<file path="src/sv/pdct_pkg.sv">
// pdct_pkg: shared widths, command, reply and status codes, and the record types
// of the paired device challenge table
// no dependencies
`timescale 1ns / 1ps

package pdct_pkg;

   localparam int DEF_MAX_DEVICES = 16;

   localparam int CMD_W    = 3;
   localparam int WORD_W   = 32;
   localparam int ADDR_W   = 8;
   localparam int KIND_W   = 2;
   localparam int STATUS_W = 3;

   // configuration port
   localparam int CSR_AW   = 3;
   localparam int CSR_DW   = 32;
   localparam logic [CSR_AW-1:0] CSR_ADDR_PAIRING = 3'd0;
   localparam logic [CSR_AW-1:0] CSR_ADDR_TIMEOUT = 3'd4;
   localparam logic [WORD_W-1:0] TIMEOUT_RESET    = 32'd30000;

   typedef enum logic [CMD_W-1:0] {
      CMD_PING   = 3'd0,
      CMD_DOOR   = 3'd1,
      CMD_PAIR   = 3'd2,
      CMD_REMOVE = 3'd3,
      CMD_CLEAR  = 3'd4,
      CMD_SWEEP  = 3'd5
   } cmd_type;

   localparam logic [KIND_W-1:0] KIND_NONE    = 2'd0;
   localparam logic [KIND_W-1:0] KIND_CHAL    = 2'd1;
   localparam logic [KIND_W-1:0] KIND_ACK     = 2'd2;
   localparam logic [KIND_W-1:0] KIND_CONFIRM = 2'd3;

   localparam logic [STATUS_W-1:0] STAT_SUCCESS    = 3'd0;
   localparam logic [STATUS_W-1:0] STAT_NOT_PAIRED = 3'd1;
   localparam logic [STATUS_W-1:0] STAT_INVALID    = 3'd2;
   localparam logic [STATUS_W-1:0] STAT_DISABLED   = 3'd3;
   localparam logic [STATUS_W-1:0] STAT_FULL       = 3'd4;

   typedef struct packed {
      logic              pairing_enabled;
      logic [WORD_W-1:0] challenge_timeout;
   } cfg_type;

   typedef struct packed {
      logic [CMD_W-1:0]  cmd;
      logic [WORD_W-1:0] serial;
      logic [WORD_W-1:0] offered_challenge;
      logic [WORD_W-1:0] fresh_challenge;
      logic [WORD_W-1:0] now_ms;
      logic [ADDR_W-1:0] src_addr;
   } req_type;

   typedef struct packed {
      logic [KIND_W-1:0]   reply_kind;
      logic [STATUS_W-1:0] reply_status;
      logic [WORD_W-1:0]   reply_challenge;
      logic [ADDR_W-1:0]   reply_address;
      logic                door_event;
      logic                door_granted;
      logic                paired_event;
   } res_type;

   typedef struct packed {
      logic [WORD_W-1:0] serial;
      logic [WORD_W-1:0] challenge;
      logic [WORD_W-1:0] stamp;
   } entry_type;

endpackage

</file>
<file path="src/sv/pdct_req_if.sv">
// pdct_req_if: request channel, valid/ready with the request fields
// depends on pdct_pkg
`timescale 1ns / 1ps

interface pdct_req_if;
   import pdct_pkg::*;

   logic              valid;
   logic              ready;
   logic [CMD_W-1:0]  cmd;
   logic [WORD_W-1:0] serial;
   logic [WORD_W-1:0] offered_challenge;
   logic [WORD_W-1:0] fresh_challenge;
   logic [WORD_W-1:0] now_ms;
   logic [ADDR_W-1:0] src_addr;

   modport source (
      output valid, cmd, serial, offered_challenge, fresh_challenge, now_ms, src_addr,
      input  ready
   );
   modport sink (
      input  valid, cmd, serial, offered_challenge, fresh_challenge, now_ms, src_addr,
      output ready
   );
endinterface

</file>
<file path="src/sv/pdct_rsp_if.sv">
// pdct_rsp_if: reply channel, valid/ready with the reply fields
// depends on pdct_pkg
`timescale 1ns / 1ps

interface pdct_rsp_if;
   import pdct_pkg::*;

   logic                valid;
   logic                ready;
   logic [KIND_W-1:0]   reply_kind;
   logic [STATUS_W-1:0] reply_status;
   logic [WORD_W-1:0]   reply_challenge;
   logic [ADDR_W-1:0]   reply_address;
   logic                door_event;
   logic                door_granted;
   logic                paired_event;

   modport source (
      output valid, reply_kind, reply_status, reply_challenge, reply_address,
             door_event, door_granted, paired_event,
      input  ready
   );
   modport sink (
      input  valid, reply_kind, reply_status, reply_challenge, reply_address,
             door_event, door_granted, paired_event,
      output ready
   );
endinterface

</file>
<file path="src/sv/pdct_csr.sv">
// pdct_csr: apb-style register file holding pairing enable and challenge timeout
// depends on pdct_pkg
`timescale 1ns / 1ps

module pdct_csr (
   input  logic                           clock,
   input  logic                           reset,
   input  logic                           psel,
   input  logic                           penable,
   input  logic                           pwrite,
   input  logic [pdct_pkg::CSR_AW-1:0]    paddr,
   input  logic [pdct_pkg::CSR_DW-1:0]    pwdata,
   output logic [pdct_pkg::CSR_DW-1:0]    prdata,
   output logic                           pready,
   output pdct_pkg::cfg_type              cfg
);
   import pdct_pkg::*;

   cfg_type cfg_ff, cfg_in;
   logic    wr_en;

   assign pready = 1'b1;
   assign wr_en  = psel && penable && pwrite;

   always_comb begin
      cfg_in = cfg_ff;
      if (wr_en) begin
         case (paddr)
            CSR_ADDR_PAIRING: cfg_in.pairing_enabled   = pwdata[0];
            CSR_ADDR_TIMEOUT: cfg_in.challenge_timeout = pwdata[WORD_W-1:0];
            default: ;
         endcase
      end
   end

   always_ff @(posedge clock) begin
      if (reset) begin
         cfg_ff.pairing_enabled   <= 1'b0;
         cfg_ff.challenge_timeout <= TIMEOUT_RESET;
      end else begin
         cfg_ff <= cfg_in;
      end
   end

   always_comb begin
      case (paddr)
         CSR_ADDR_PAIRING: prdata = {{(CSR_DW-1){1'b0}}, cfg_ff.pairing_enabled};
         CSR_ADDR_TIMEOUT: prdata = cfg_ff.challenge_timeout;
         default:          prdata = '0;
      endcase
   end

   assign cfg = cfg_ff;

endmodule

</file>
<file path="src/sv/paired_device_challenge_table_unit.sv">
// paired device challenge table: one request beat in, one reply beat out.
// each table entry is read through the single memory read port, then evaluated;
// a request walks the entries from entry 0, stopping at the matching serial (a
// sweep walks them all). a new request is taken only once the reply of the last
// one is loaded into the reply register. clear all, ignored codes and disabled
// pairing skip the walk.
// reset empties the table at once through the used/armed flip-flops.
`timescale 1ns / 1ps

module paired_device_challenge_table_unit #(
   parameter int MAX_DEVICES = pdct_pkg::DEF_MAX_DEVICES
) (
   input  logic                           clock,
   input  logic                           reset,
   pdct_req_if.sink                       req_bus,
   pdct_rsp_if.source                     rsp_bus,
   input  logic                           csr_psel,
   input  logic                           csr_penable,
   input  logic                           csr_pwrite,
   input  logic [pdct_pkg::CSR_AW-1:0]    csr_paddr,
   input  logic [pdct_pkg::CSR_DW-1:0]    csr_pwdata,
   output logic [pdct_pkg::CSR_DW-1:0]    csr_prdata,
   output logic                           csr_pready
);
   import pdct_pkg::*;

   localparam int IDX_W = (MAX_DEVICES > 1) ? $clog2(MAX_DEVICES) : 1;
   localparam logic [IDX_W-1:0] LAST_IDX = IDX_W'(MAX_DEVICES - 1);

   typedef enum logic [3:0] {
      ST_IDLE = 4'b0001,
      ST_READ = 4'b0010,
      ST_EVAL = 4'b0100,
      ST_DONE = 4'b1000
   } state_type;

   cfg_type cfg;

   pdct_csr u_csr (
      .clock   (clock),
      .reset   (reset),
      .psel    (csr_psel),
      .penable (csr_penable),
      .pwrite  (csr_pwrite),
      .paddr   (csr_paddr),
      .pwdata  (csr_pwdata),
      .prdata  (csr_prdata),
      .pready  (csr_pready),
      .cfg     (cfg)
   );

   state_type              state_ff, state_in;
   logic [IDX_W-1:0]       idx_ff, idx_in;
   req_type                req_ff, req_in;
   logic                   free_found_ff, free_found_in;
   logic [IDX_W-1:0]       free_idx_ff, free_idx_in;
   res_type                res_ff, res_in;
   logic                   rsp_valid_ff, rsp_valid_in;
   res_type                rsp_data_ff, rsp_data_in;
   logic [MAX_DEVICES-1:0] used_ff, used_in;
   logic [MAX_DEVICES-1:0] armed_ff, armed_in;

   // entry store: serial, challenge and stamp in one word
   entry_type              mem [MAX_DEVICES];
   entry_type              rd_data_ff;
   logic                   mem_we;
   logic [IDX_W-1:0]       mem_waddr;
   entry_type              mem_wdata;

   logic                   hit;
   logic                   expired;
   logic [WORD_W-1:0]      age;

   always_ff @(posedge clock) begin
      if (mem_we) begin
         mem[mem_waddr] <= mem_wdata;
      end
      rd_data_ff <= mem[idx_ff];
   end

   assign hit     = used_ff[idx_ff] && (rd_data_ff.serial == req_ff.serial);
   assign age     = req_ff.now_ms - rd_data_ff.stamp;
   assign expired = age > cfg.challenge_timeout;

   always_comb begin
      logic stop;
      logic slot_free;
      logic [IDX_W-1:0] slot;

      stop          = 1'b0;
      slot_free     = free_found_ff || !used_ff[idx_ff];
      slot          = free_found_ff ? free_idx_ff : idx_ff;
      state_in      = state_ff;
      idx_in        = idx_ff;
      req_in        = req_ff;
      free_found_in = free_found_ff;
      free_idx_in   = free_idx_ff;
      res_in        = res_ff;
      used_in       = used_ff;
      armed_in      = armed_ff;
      mem_we        = 1'b0;
      mem_waddr     = idx_ff;
      mem_wdata     = rd_data_ff;
      rsp_valid_in  = rsp_valid_ff;
      rsp_data_in   = rsp_data_ff;

      if (rsp_valid_ff && rsp_bus.ready) begin
         rsp_valid_in = 1'b0;
      end

      case (state_ff)
         ST_IDLE: begin
            if (req_bus.valid) begin
               req_in.cmd               = req_bus.cmd;
               req_in.serial            = req_bus.serial;
               req_in.offered_challenge = req_bus.offered_challenge;
               req_in.fresh_challenge   = req_bus.fresh_challenge;
               req_in.now_ms            = req_bus.now_ms;
               req_in.src_addr          = req_bus.src_addr;
               idx_in                   = '0;
               free_found_in            = 1'b0;
               res_in                   = '0;
               case (req_bus.cmd)
                  CMD_CLEAR: begin
                     used_in  = '0;
                     armed_in = '0;
                     state_in = ST_DONE;
                  end
                  CMD_PAIR: begin
                     if (!cfg.pairing_enabled) begin
                        res_in.reply_kind   = KIND_CONFIRM;
                        res_in.reply_status = STAT_DISABLED;
                        state_in            = ST_DONE;
                     end else begin
                        state_in = ST_READ;
                     end
                  end
                  CMD_PING, CMD_DOOR, CMD_REMOVE, CMD_SWEEP: state_in = ST_READ;
                  default: state_in = ST_DONE;
               endcase
            end
         end

         ST_READ: state_in = ST_EVAL;

         ST_EVAL: begin
            if (!used_ff[idx_ff] && !free_found_ff) begin
               free_found_in = 1'b1;
               free_idx_in   = idx_ff;
            end
            case (req_ff.cmd)
               CMD_PING: begin
                  if (hit) begin
                     stop                   = 1'b1;
                     mem_we                 = 1'b1;
                     mem_wdata.challenge    = req_ff.fresh_challenge;
                     mem_wdata.stamp        = req_ff.now_ms;
                     armed_in[idx_ff]       = 1'b1;
                     res_in.reply_kind      = KIND_CHAL;
                     res_in.reply_challenge = req_ff.fresh_challenge;
                  end
               end
               CMD_DOOR: begin
                  if (hit) begin
                     stop              = 1'b1;
                     res_in.reply_kind = KIND_ACK;
                     res_in.door_event = 1'b1;
                     if (!armed_ff[idx_ff]) begin
                        res_in.reply_status = STAT_INVALID;
                     end else if (expired) begin
                        armed_in[idx_ff]    = 1'b0;
                        res_in.reply_status = STAT_INVALID;
                     end else if (rd_data_ff.challenge == req_ff.offered_challenge) begin
                        armed_in[idx_ff]    = 1'b0;
                        mem_we              = 1'b1;
                        mem_wdata.challenge = '0;
                        res_in.door_granted = 1'b1;
                     end else begin
                        res_in.reply_status = STAT_INVALID;
                     end
                  end
               end
               CMD_PAIR: begin
                  if (hit) begin
                     stop                = 1'b1;
                     res_in.reply_kind   = KIND_CONFIRM;
                     res_in.reply_status = STAT_SUCCESS;
                  end
               end
               CMD_REMOVE: begin
                  if (hit) begin
                     stop             = 1'b1;
                     used_in[idx_ff]  = 1'b0;
                     armed_in[idx_ff] = 1'b0;
                  end
               end
               CMD_SWEEP: begin
                  if (used_ff[idx_ff] && armed_ff[idx_ff] && expired) begin
                     armed_in[idx_ff]    = 1'b0;
                     mem_we              = 1'b1;
                     mem_wdata.challenge = '0;
                  end
               end
               default: ;
            endcase

            if (stop) begin
               state_in = ST_DONE;
            end else if (idx_ff == LAST_IDX) begin
               // whole table walked without a serial match
               state_in = ST_DONE;
               case (req_ff.cmd)
                  CMD_PING: begin
                     res_in.reply_kind   = KIND_ACK;
                     res_in.reply_status = STAT_NOT_PAIRED;
                  end
                  CMD_DOOR: begin
                     res_in.reply_kind   = KIND_ACK;
                     res_in.reply_status = STAT_NOT_PAIRED;
                     res_in.door_event   = 1'b1;
                  end
                  CMD_PAIR: begin
                     res_in.reply_kind = KIND_CONFIRM;
                     if (slot_free) begin
                        mem_we              = 1'b1;
                        mem_waddr           = slot;
                        mem_wdata.serial    = req_ff.serial;
                        mem_wdata.challenge = '0;
                        mem_wdata.stamp     = '0;
                        used_in[slot]       = 1'b1;
                        armed_in[slot]      = 1'b0;
                        res_in.paired_event = 1'b1;
                     end else begin
                        res_in.reply_status = STAT_FULL;
                     end
                  end
                  default: ;
               endcase
            end else begin
               idx_in   = idx_ff + 1'b1;
               state_in = ST_READ;
            end
         end

         ST_DONE: begin
            if (!rsp_valid_ff || rsp_bus.ready) begin
               rsp_valid_in              = 1'b1;
               rsp_data_in               = res_ff;
               rsp_data_in.reply_address = (res_ff.reply_kind != KIND_NONE) ?
                                           req_ff.src_addr : '0;
               state_in                  = ST_IDLE;
            end
         end

         default: state_in = ST_IDLE;
      endcase
   end

   always_ff @(posedge clock) begin
      if (reset) begin
         state_ff     <= ST_IDLE;
         idx_ff       <= '0;
         rsp_valid_ff <= 1'b0;
         used_ff      <= '0;
         armed_ff     <= '0;
      end else begin
         state_ff     <= state_in;
         idx_ff       <= idx_in;
         rsp_valid_ff <= rsp_valid_in;
         used_ff      <= used_in;
         armed_ff     <= armed_in;
      end
   end

   always_ff @(posedge clock) begin
      req_ff        <= req_in;
      free_found_ff <= free_found_in;
      free_idx_ff   <= free_idx_in;
      res_ff        <= res_in;
      rsp_data_ff   <= rsp_data_in;
   end

   assign req_bus.ready           = (state_ff == ST_IDLE);
   assign rsp_bus.valid           = rsp_valid_ff;
   assign rsp_bus.reply_kind      = rsp_data_ff.reply_kind;
   assign rsp_bus.reply_status    = rsp_data_ff.reply_status;
   assign rsp_bus.reply_challenge = rsp_data_ff.reply_challenge;
   assign rsp_bus.reply_address   = rsp_data_ff.reply_address;
   assign rsp_bus.door_event      = rsp_data_ff.door_event;
   assign rsp_bus.door_granted    = rsp_data_ff.door_granted;
   assign rsp_bus.paired_event    = rsp_data_ff.paired_event;

endmodule
</file>
<file path="src/flat_wrapper.sv">
// flat-port wrapper written by rule: the top's interface ports become plain ports
module paired_device_challenge_table_unit_flat import pdct_pkg::*;
#(
   parameter int MAX_DEVICES = pdct_pkg::DEF_MAX_DEVICES
)
  (clock, reset, csr_psel, csr_penable, csr_pwrite, csr_paddr, csr_pwdata, csr_prdata, csr_pready, req_bus_valid, req_bus_cmd, req_bus_serial, req_bus_offered_challenge, req_bus_fresh_challenge, req_bus_now_ms, req_bus_src_addr, req_bus_ready, rsp_bus_valid, rsp_bus_reply_kind, rsp_bus_reply_status, rsp_bus_reply_challenge, rsp_bus_reply_address, rsp_bus_door_event, rsp_bus_door_granted, rsp_bus_paired_event, rsp_bus_ready);
  pdct_req_if req_bus_i ();
  pdct_rsp_if rsp_bus_i ();
  input  logic clock;
  input  logic reset;
  input  logic csr_psel;
  input  logic csr_penable;
  input  logic csr_pwrite;
  input  logic [pdct_pkg::CSR_AW-1:0] csr_paddr;
  input  logic [pdct_pkg::CSR_DW-1:0] csr_pwdata;
  output logic [pdct_pkg::CSR_DW-1:0] csr_prdata;
  output logic csr_pready;
  input wire logic [$bits(req_bus_i.valid)-1:0] req_bus_valid;
  input wire logic [$bits(req_bus_i.cmd)-1:0] req_bus_cmd;
  input wire logic [$bits(req_bus_i.serial)-1:0] req_bus_serial;
  input wire logic [$bits(req_bus_i.offered_challenge)-1:0] req_bus_offered_challenge;
  input wire logic [$bits(req_bus_i.fresh_challenge)-1:0] req_bus_fresh_challenge;
  input wire logic [$bits(req_bus_i.now_ms)-1:0] req_bus_now_ms;
  input wire logic [$bits(req_bus_i.src_addr)-1:0] req_bus_src_addr;
  output wire logic [$bits(req_bus_i.ready)-1:0] req_bus_ready;
  output wire logic [$bits(rsp_bus_i.valid)-1:0] rsp_bus_valid;
  output wire logic [$bits(rsp_bus_i.reply_kind)-1:0] rsp_bus_reply_kind;
  output wire logic [$bits(rsp_bus_i.reply_status)-1:0] rsp_bus_reply_status;
  output wire logic [$bits(rsp_bus_i.reply_challenge)-1:0] rsp_bus_reply_challenge;
  output wire logic [$bits(rsp_bus_i.reply_address)-1:0] rsp_bus_reply_address;
  output wire logic [$bits(rsp_bus_i.door_event)-1:0] rsp_bus_door_event;
  output wire logic [$bits(rsp_bus_i.door_granted)-1:0] rsp_bus_door_granted;
  output wire logic [$bits(rsp_bus_i.paired_event)-1:0] rsp_bus_paired_event;
  input wire logic [$bits(rsp_bus_i.ready)-1:0] rsp_bus_ready;
  assign req_bus_i.valid = req_bus_valid;
  assign req_bus_i.cmd = req_bus_cmd;
  assign req_bus_i.serial = req_bus_serial;
  assign req_bus_i.offered_challenge = req_bus_offered_challenge;
  assign req_bus_i.fresh_challenge = req_bus_fresh_challenge;
  assign req_bus_i.now_ms = req_bus_now_ms;
  assign req_bus_i.src_addr = req_bus_src_addr;
  assign req_bus_ready = req_bus_i.ready;
  assign rsp_bus_valid = rsp_bus_i.valid;
  assign rsp_bus_reply_kind = rsp_bus_i.reply_kind;
  assign rsp_bus_reply_status = rsp_bus_i.reply_status;
  assign rsp_bus_reply_challenge = rsp_bus_i.reply_challenge;
  assign rsp_bus_reply_address = rsp_bus_i.reply_address;
  assign rsp_bus_door_event = rsp_bus_i.door_event;
  assign rsp_bus_door_granted = rsp_bus_i.door_granted;
  assign rsp_bus_paired_event = rsp_bus_i.paired_event;
  assign rsp_bus_i.ready = rsp_bus_ready;
  paired_device_challenge_table_unit #(.MAX_DEVICES(MAX_DEVICES)) u_core (.clock(clock), .reset(reset), .req_bus(req_bus_i), .rsp_bus(rsp_bus_i), .csr_psel(csr_psel), .csr_penable(csr_penable), .csr_pwrite(csr_pwrite), .csr_paddr(csr_paddr), .csr_pwdata(csr_pwdata), .csr_prdata(csr_prdata), .csr_pready(csr_pready));
endmodule
</file>
<file path="config.mk">
export PLATFORM = sky130hd
export DESIGN_NAME = paired_device_challenge_table_unit_flat
export DESIGN_NICKNAME = d
export VERILOG_FILES = /design/src/sv/pdct_pkg.sv /design/src/sv/pdct_req_if.sv /design/src/sv/pdct_rsp_if.sv /design/src/sv/pdct_csr.sv /design/src/sv/paired_device_challenge_table_unit.sv /design/src/flat_wrapper.sv
export SDC_FILE = /design/constraint.sdc
export NUM_CORES = 2
export LEC_CHECK = 0
export ABC_AREA = 1
export BUFFER_PORTS_ARGS = -buffer_cell sky130_fd_sc_hd__buf_2
export CORE_MARGIN = 1
export CORE_UTILIZATION = 40
export DETAILED_ROUTE_END_ITERATION = 7
export PLACE_DENSITY_LB_ADDON = 0.1
export SYNTH_ARGS = -nofsm -noshare
export SYNTH_HDL_FRONTEND = slang
export SYNTH_HIERARCHICAL = 1
export SYNTH_SLANG_ARGS = --single-unit
</file>
<file path="constraint.sdc">
create_clock -name clock -period 26.5 [get_ports clock]
set_input_delay 1.325 -clock clock [delete_from_list [all_inputs] [get_ports clock]]
set_output_delay 1.325 -clock clock [all_outputs]
set_load 0.1 [all_outputs]
</file>
==> out/metrics.cfg <==
[outcome]
outcome = finished with violations
violations_in_the_final_reports = design-rule violations

[timing]
tcrit_tclk_final = 0.289
clock_skew_ps = 32.3
total_negative_slack_for_setup_checks_ps = 0
rsz0062_at_grt = no
tightestPinTransition_ps = 1390
final_hold_viol_count = 0
timing.fmax_mhz = 131
finalCriticalPeriod_ps = 7650
number_of_slew_limit_violations_in_the_final_report = 0
report.final.setup_viol = 0
hold_slack_ps = 413
worst_slew_margin_rel = 0.0753

[setup_path]
startpoint_type = flip-flop
crit_type = flip-flop to flip-flop
slowest_stage = sky130_fd_sc_hd__buf_4
end_kind = flip-flop
timing.critical_path.required_ps = 26960
timing.critical_path.fanout_max = 42
worst-endpoint-arrival_ps = 8110
cpPeakStageDelay_ps = 880
critical_path.most_common_cell = sky130_fd_sc_hd__nand2_1

[placement]
gp_congestion = 0.830
placement.io_buffers = 262
dpl.hpwl_um = 123000
placed_cells_incl_taps = 9224

[power]
powerDensity_nw_per_um2 = 73.1
total_power_w = 0.00654
static_leakage_nw = 31.3
worst_ir_drop_vdd_mv = 0.0747

[clock_tree]
h-tree-depth = 4
post-cts-setup-buffers = 0
clock-root-buffer = sky130_fd_sc_hd__clkbuf_16
clk_path_buf_depth = 3
cts_resized = 0
clock_insertion_delay_worst_skew_ps = 860
cts_inserted_buffers = 203
cts.sinks = 1938
cts.hold.buffers_added = 0
cts_tree = done
clkSlewWorstSetupHoldPaths_ps = 60

[cells_and_area]
synthToLayoutAreaGrowth_pct = 14.3
final_layout_size_suffix_gt1_frac = 0.109
fillCellCount = 17800
most-common-layout-cells = 1,768 x sky130_fd_sc_hd__edfxtp_1, 1,057 x sky130_fd_sc_hd__nor2_1, 953 x sky130_fd_sc_hd__nand2_1
instances_no_fill = 9606
finalNetCount = 7054
layout.cells.most_common = sky130_fd_sc_hd__edfxtp_1

[drt]
vias = 51600
route.final.wire_length_um = 220000
route.detailed.vias_per_inst = 5.37
drc_markers = 2
drt_first_pass_iters = 8
first_iter_violations = 4651
postRouteAntennaNets = 0
avgRoutedWirePerCell_um = 22.9

[synthesis]
synth.yosys.warnings = 6
synth_edf_count = 1768
async_flop_share = 0
synth_seq_area_share = 0.721
syn-mean-instance-area_sq_um = 11.9
register_bit_count_reported_by_yosys = 1938
synthesis.nets = 6853
syn-instance-count = 6604
synth_cell_types = 52
synthFlopType = sky130_fd_sc_hd__edfxtp_1
post_synth_instance_area_sq_um = 78300

[global_routing]
grt_pass1_wl_um = 326000
antenna_found_initial = 11
number_of_global_route_vias_before_repair = 48800
pin_count_of_the_biggest_net_entering_global_routing = 238
track_usage = 0.219
globalRouteOverflowTotal = 0

[floorplan]
top_level_ports = 264
initial_core_util = 0.402
fp.dieH_um = 444
die_w_um = 444
die_area_sq_um = 198000
floorplan.rows = 162
coreArea_sq_um = 195000

[job]
drv.max_cap_violation_count = 0

[hold_path]
hold_path_class = flip-flop to flip-flop

[metal layers]
| layer | track usage | up-vias | part of all wire |
|---|---|---|---|
| met5 | 0 | - | 0.000041 |
| met4 | 0.0496 | 2 | 0.017 |
| met1 | 0.333 | 25800 | 0.48 |
| met2 | 0.331 | 1477 | 0.44 |
| li1 | - | 24000 | - |
| met3 | 0.0297 | 248 | 0.057 |
[Yosys cell counts (11+ instances only)]
cell | n | area share
sky130_fd_sc_hd__nand3_1 | 104 | 0.0066
sky130_fd_sc_hd__ha_1 | 67 | 0.011
sky130_fd_sc_hd__o22ai_1 | 416 | 0.033
sky130_fd_sc_hd__dfxtp_1 | 170 | 0.043
sky130_fd_sc_hd__a22oi_1 | 16 | 0.0015
sky130_fd_sc_hd__nand2_1 | 953 | 0.046
sky130_fd_sc_hd__xnor2_1 | 55 | 0.0062
sky130_fd_sc_hd__xor2_1 | 25 | 0.0028
sky130_fd_sc_hd__nor3_1 | 16 | 0.0010
sky130_fd_sc_hd__nor2_1 | 1079 | 0.052
sky130_fd_sc_hd__or2_2 | 12 | 0.00096
sky130_fd_sc_hd__buf_1 | 21 | 0.0010
sky130_fd_sc_hd__nand4_1 | 123 | 0.0098
sky130_fd_sc_hd__edfxtp_1 | 1768 | 0.68
sky130_fd_sc_hd__a21oi_1 | 123 | 0.0079
sky130_fd_sc_hd__inv_2 | 11 | 0.00053
sky130_fd_sc_hd__o21ai_0 | 902 | 0.058
sky130_fd_sc_hd__inv_1 | 289 | 0.014
sky130_fd_sc_hd__o21ai_1 | 37 | 0.0024
sky130_fd_sc_hd__buf_2 | 25 | 0.0016
sky130_fd_sc_hd__clkbuf_1 | 321 | 0.015
[flip-flops by register name (all words and copies together), names as in the netlist, 3 cells and up]
signal                          count
u_core/armed_ff                    16
u_core/res_ff                      40
u_core/rsp_bus.reply_address        8
u_core/mem                       1536
u_core/idx_ff                       4
u_core/rsp_bus.reply_status         3
u_core/req_ff                     139
u_core/state_ff                     4
u_core/u_csr/cfg                   33
u_core/rd_data_ff                  96
u_core/rsp_bus.reply_challenge     32
u_core/free_idx_ff                  4
u_core/used_ff                     16
[layout make-up]
type | count | area (sq um) | share of cell area
clock inverter | 118 | 1380 | 0.0154
multi-input combinational | 3985 | 19400 | 0.217
antenna | 2 | 5.00 | 0.0000559
inverter | 302 | 1160 | 0.0129
clock buffer | 262 | 5490 | 0.0614
timing repair buffer | 375 | 2270 | 0.0254
tap | 2624 | 3280 | 0.0367
sequential | 1938 | 56500 | 0.631
[report_power, final]
| part | switching [W] | total (W) | leakage, nW | internal (W) |
|---|---|---|---|---|
| clock | 0.00121 | 0.00292 | 3.35 | 0.00170 |
| sequential | 0.0000215 | 0.00337 | 17.4 | 0.00335 |
| combinational | 0.000173 | 0.000248 | 10.5 | 0.0000746 |
[stage by stage]
step                instance area [sq um]  setup slack (ps)  utilization
global placement                    82600             18820        0.424
floorplan                           78300             14680            -
detailed placement                  82600             18810        0.424
finish                              89500             18850        0.459
CTS                                 89500             18760        0.459
global route                        89500             18270        0.459
[critical path, delay by kind of cell (launching register included)]
kind | cells | cell delay [ps]
AO/OA/AOI/OAI | 8 | 1830
XOR/XNOR | 1 | 150
adder cells (fa/ha/maj) | 2 | 670
buffers and inverters | 4 | 1850
flip-flops | 1 | 390
AND/OR/NAND/NOR | 13 | 2300
[final timing paths]
| kind | cells past startpoint | from | to | slack [ps] |
|---|---|---|---|---|
| worst min-delay path | 0 | u_core/res_ff[0] | u_core/rsp_bus.paired_event | 410 |
| worst min register to register | 0 | u_core/res_ff[0] | u_core/rsp_bus.paired_event | 410 |
| worst max-delay path | 28 | u_core/req_ff[10] | u_core/mem[1][93] | 18850 |
| worst max register to register | 28 | u_core/req_ff[10] | u_core/mem[1][93] | 18850 |
[cell families (layout without fill, tap and decap cells)]
family	Yosys count	in the layout	share of synthesized area
flops	1938	1938	0.721
buf+inv	681	1057	0.0338
fa+ha+maj	68	68	0.0110
simple gates	2310	2310	0.119
compound gates	1526	1526	0.106
xor+xnor	80	80	0.00895
other cells	1	3	0.0000479
(Power assumes the default switching activity.)
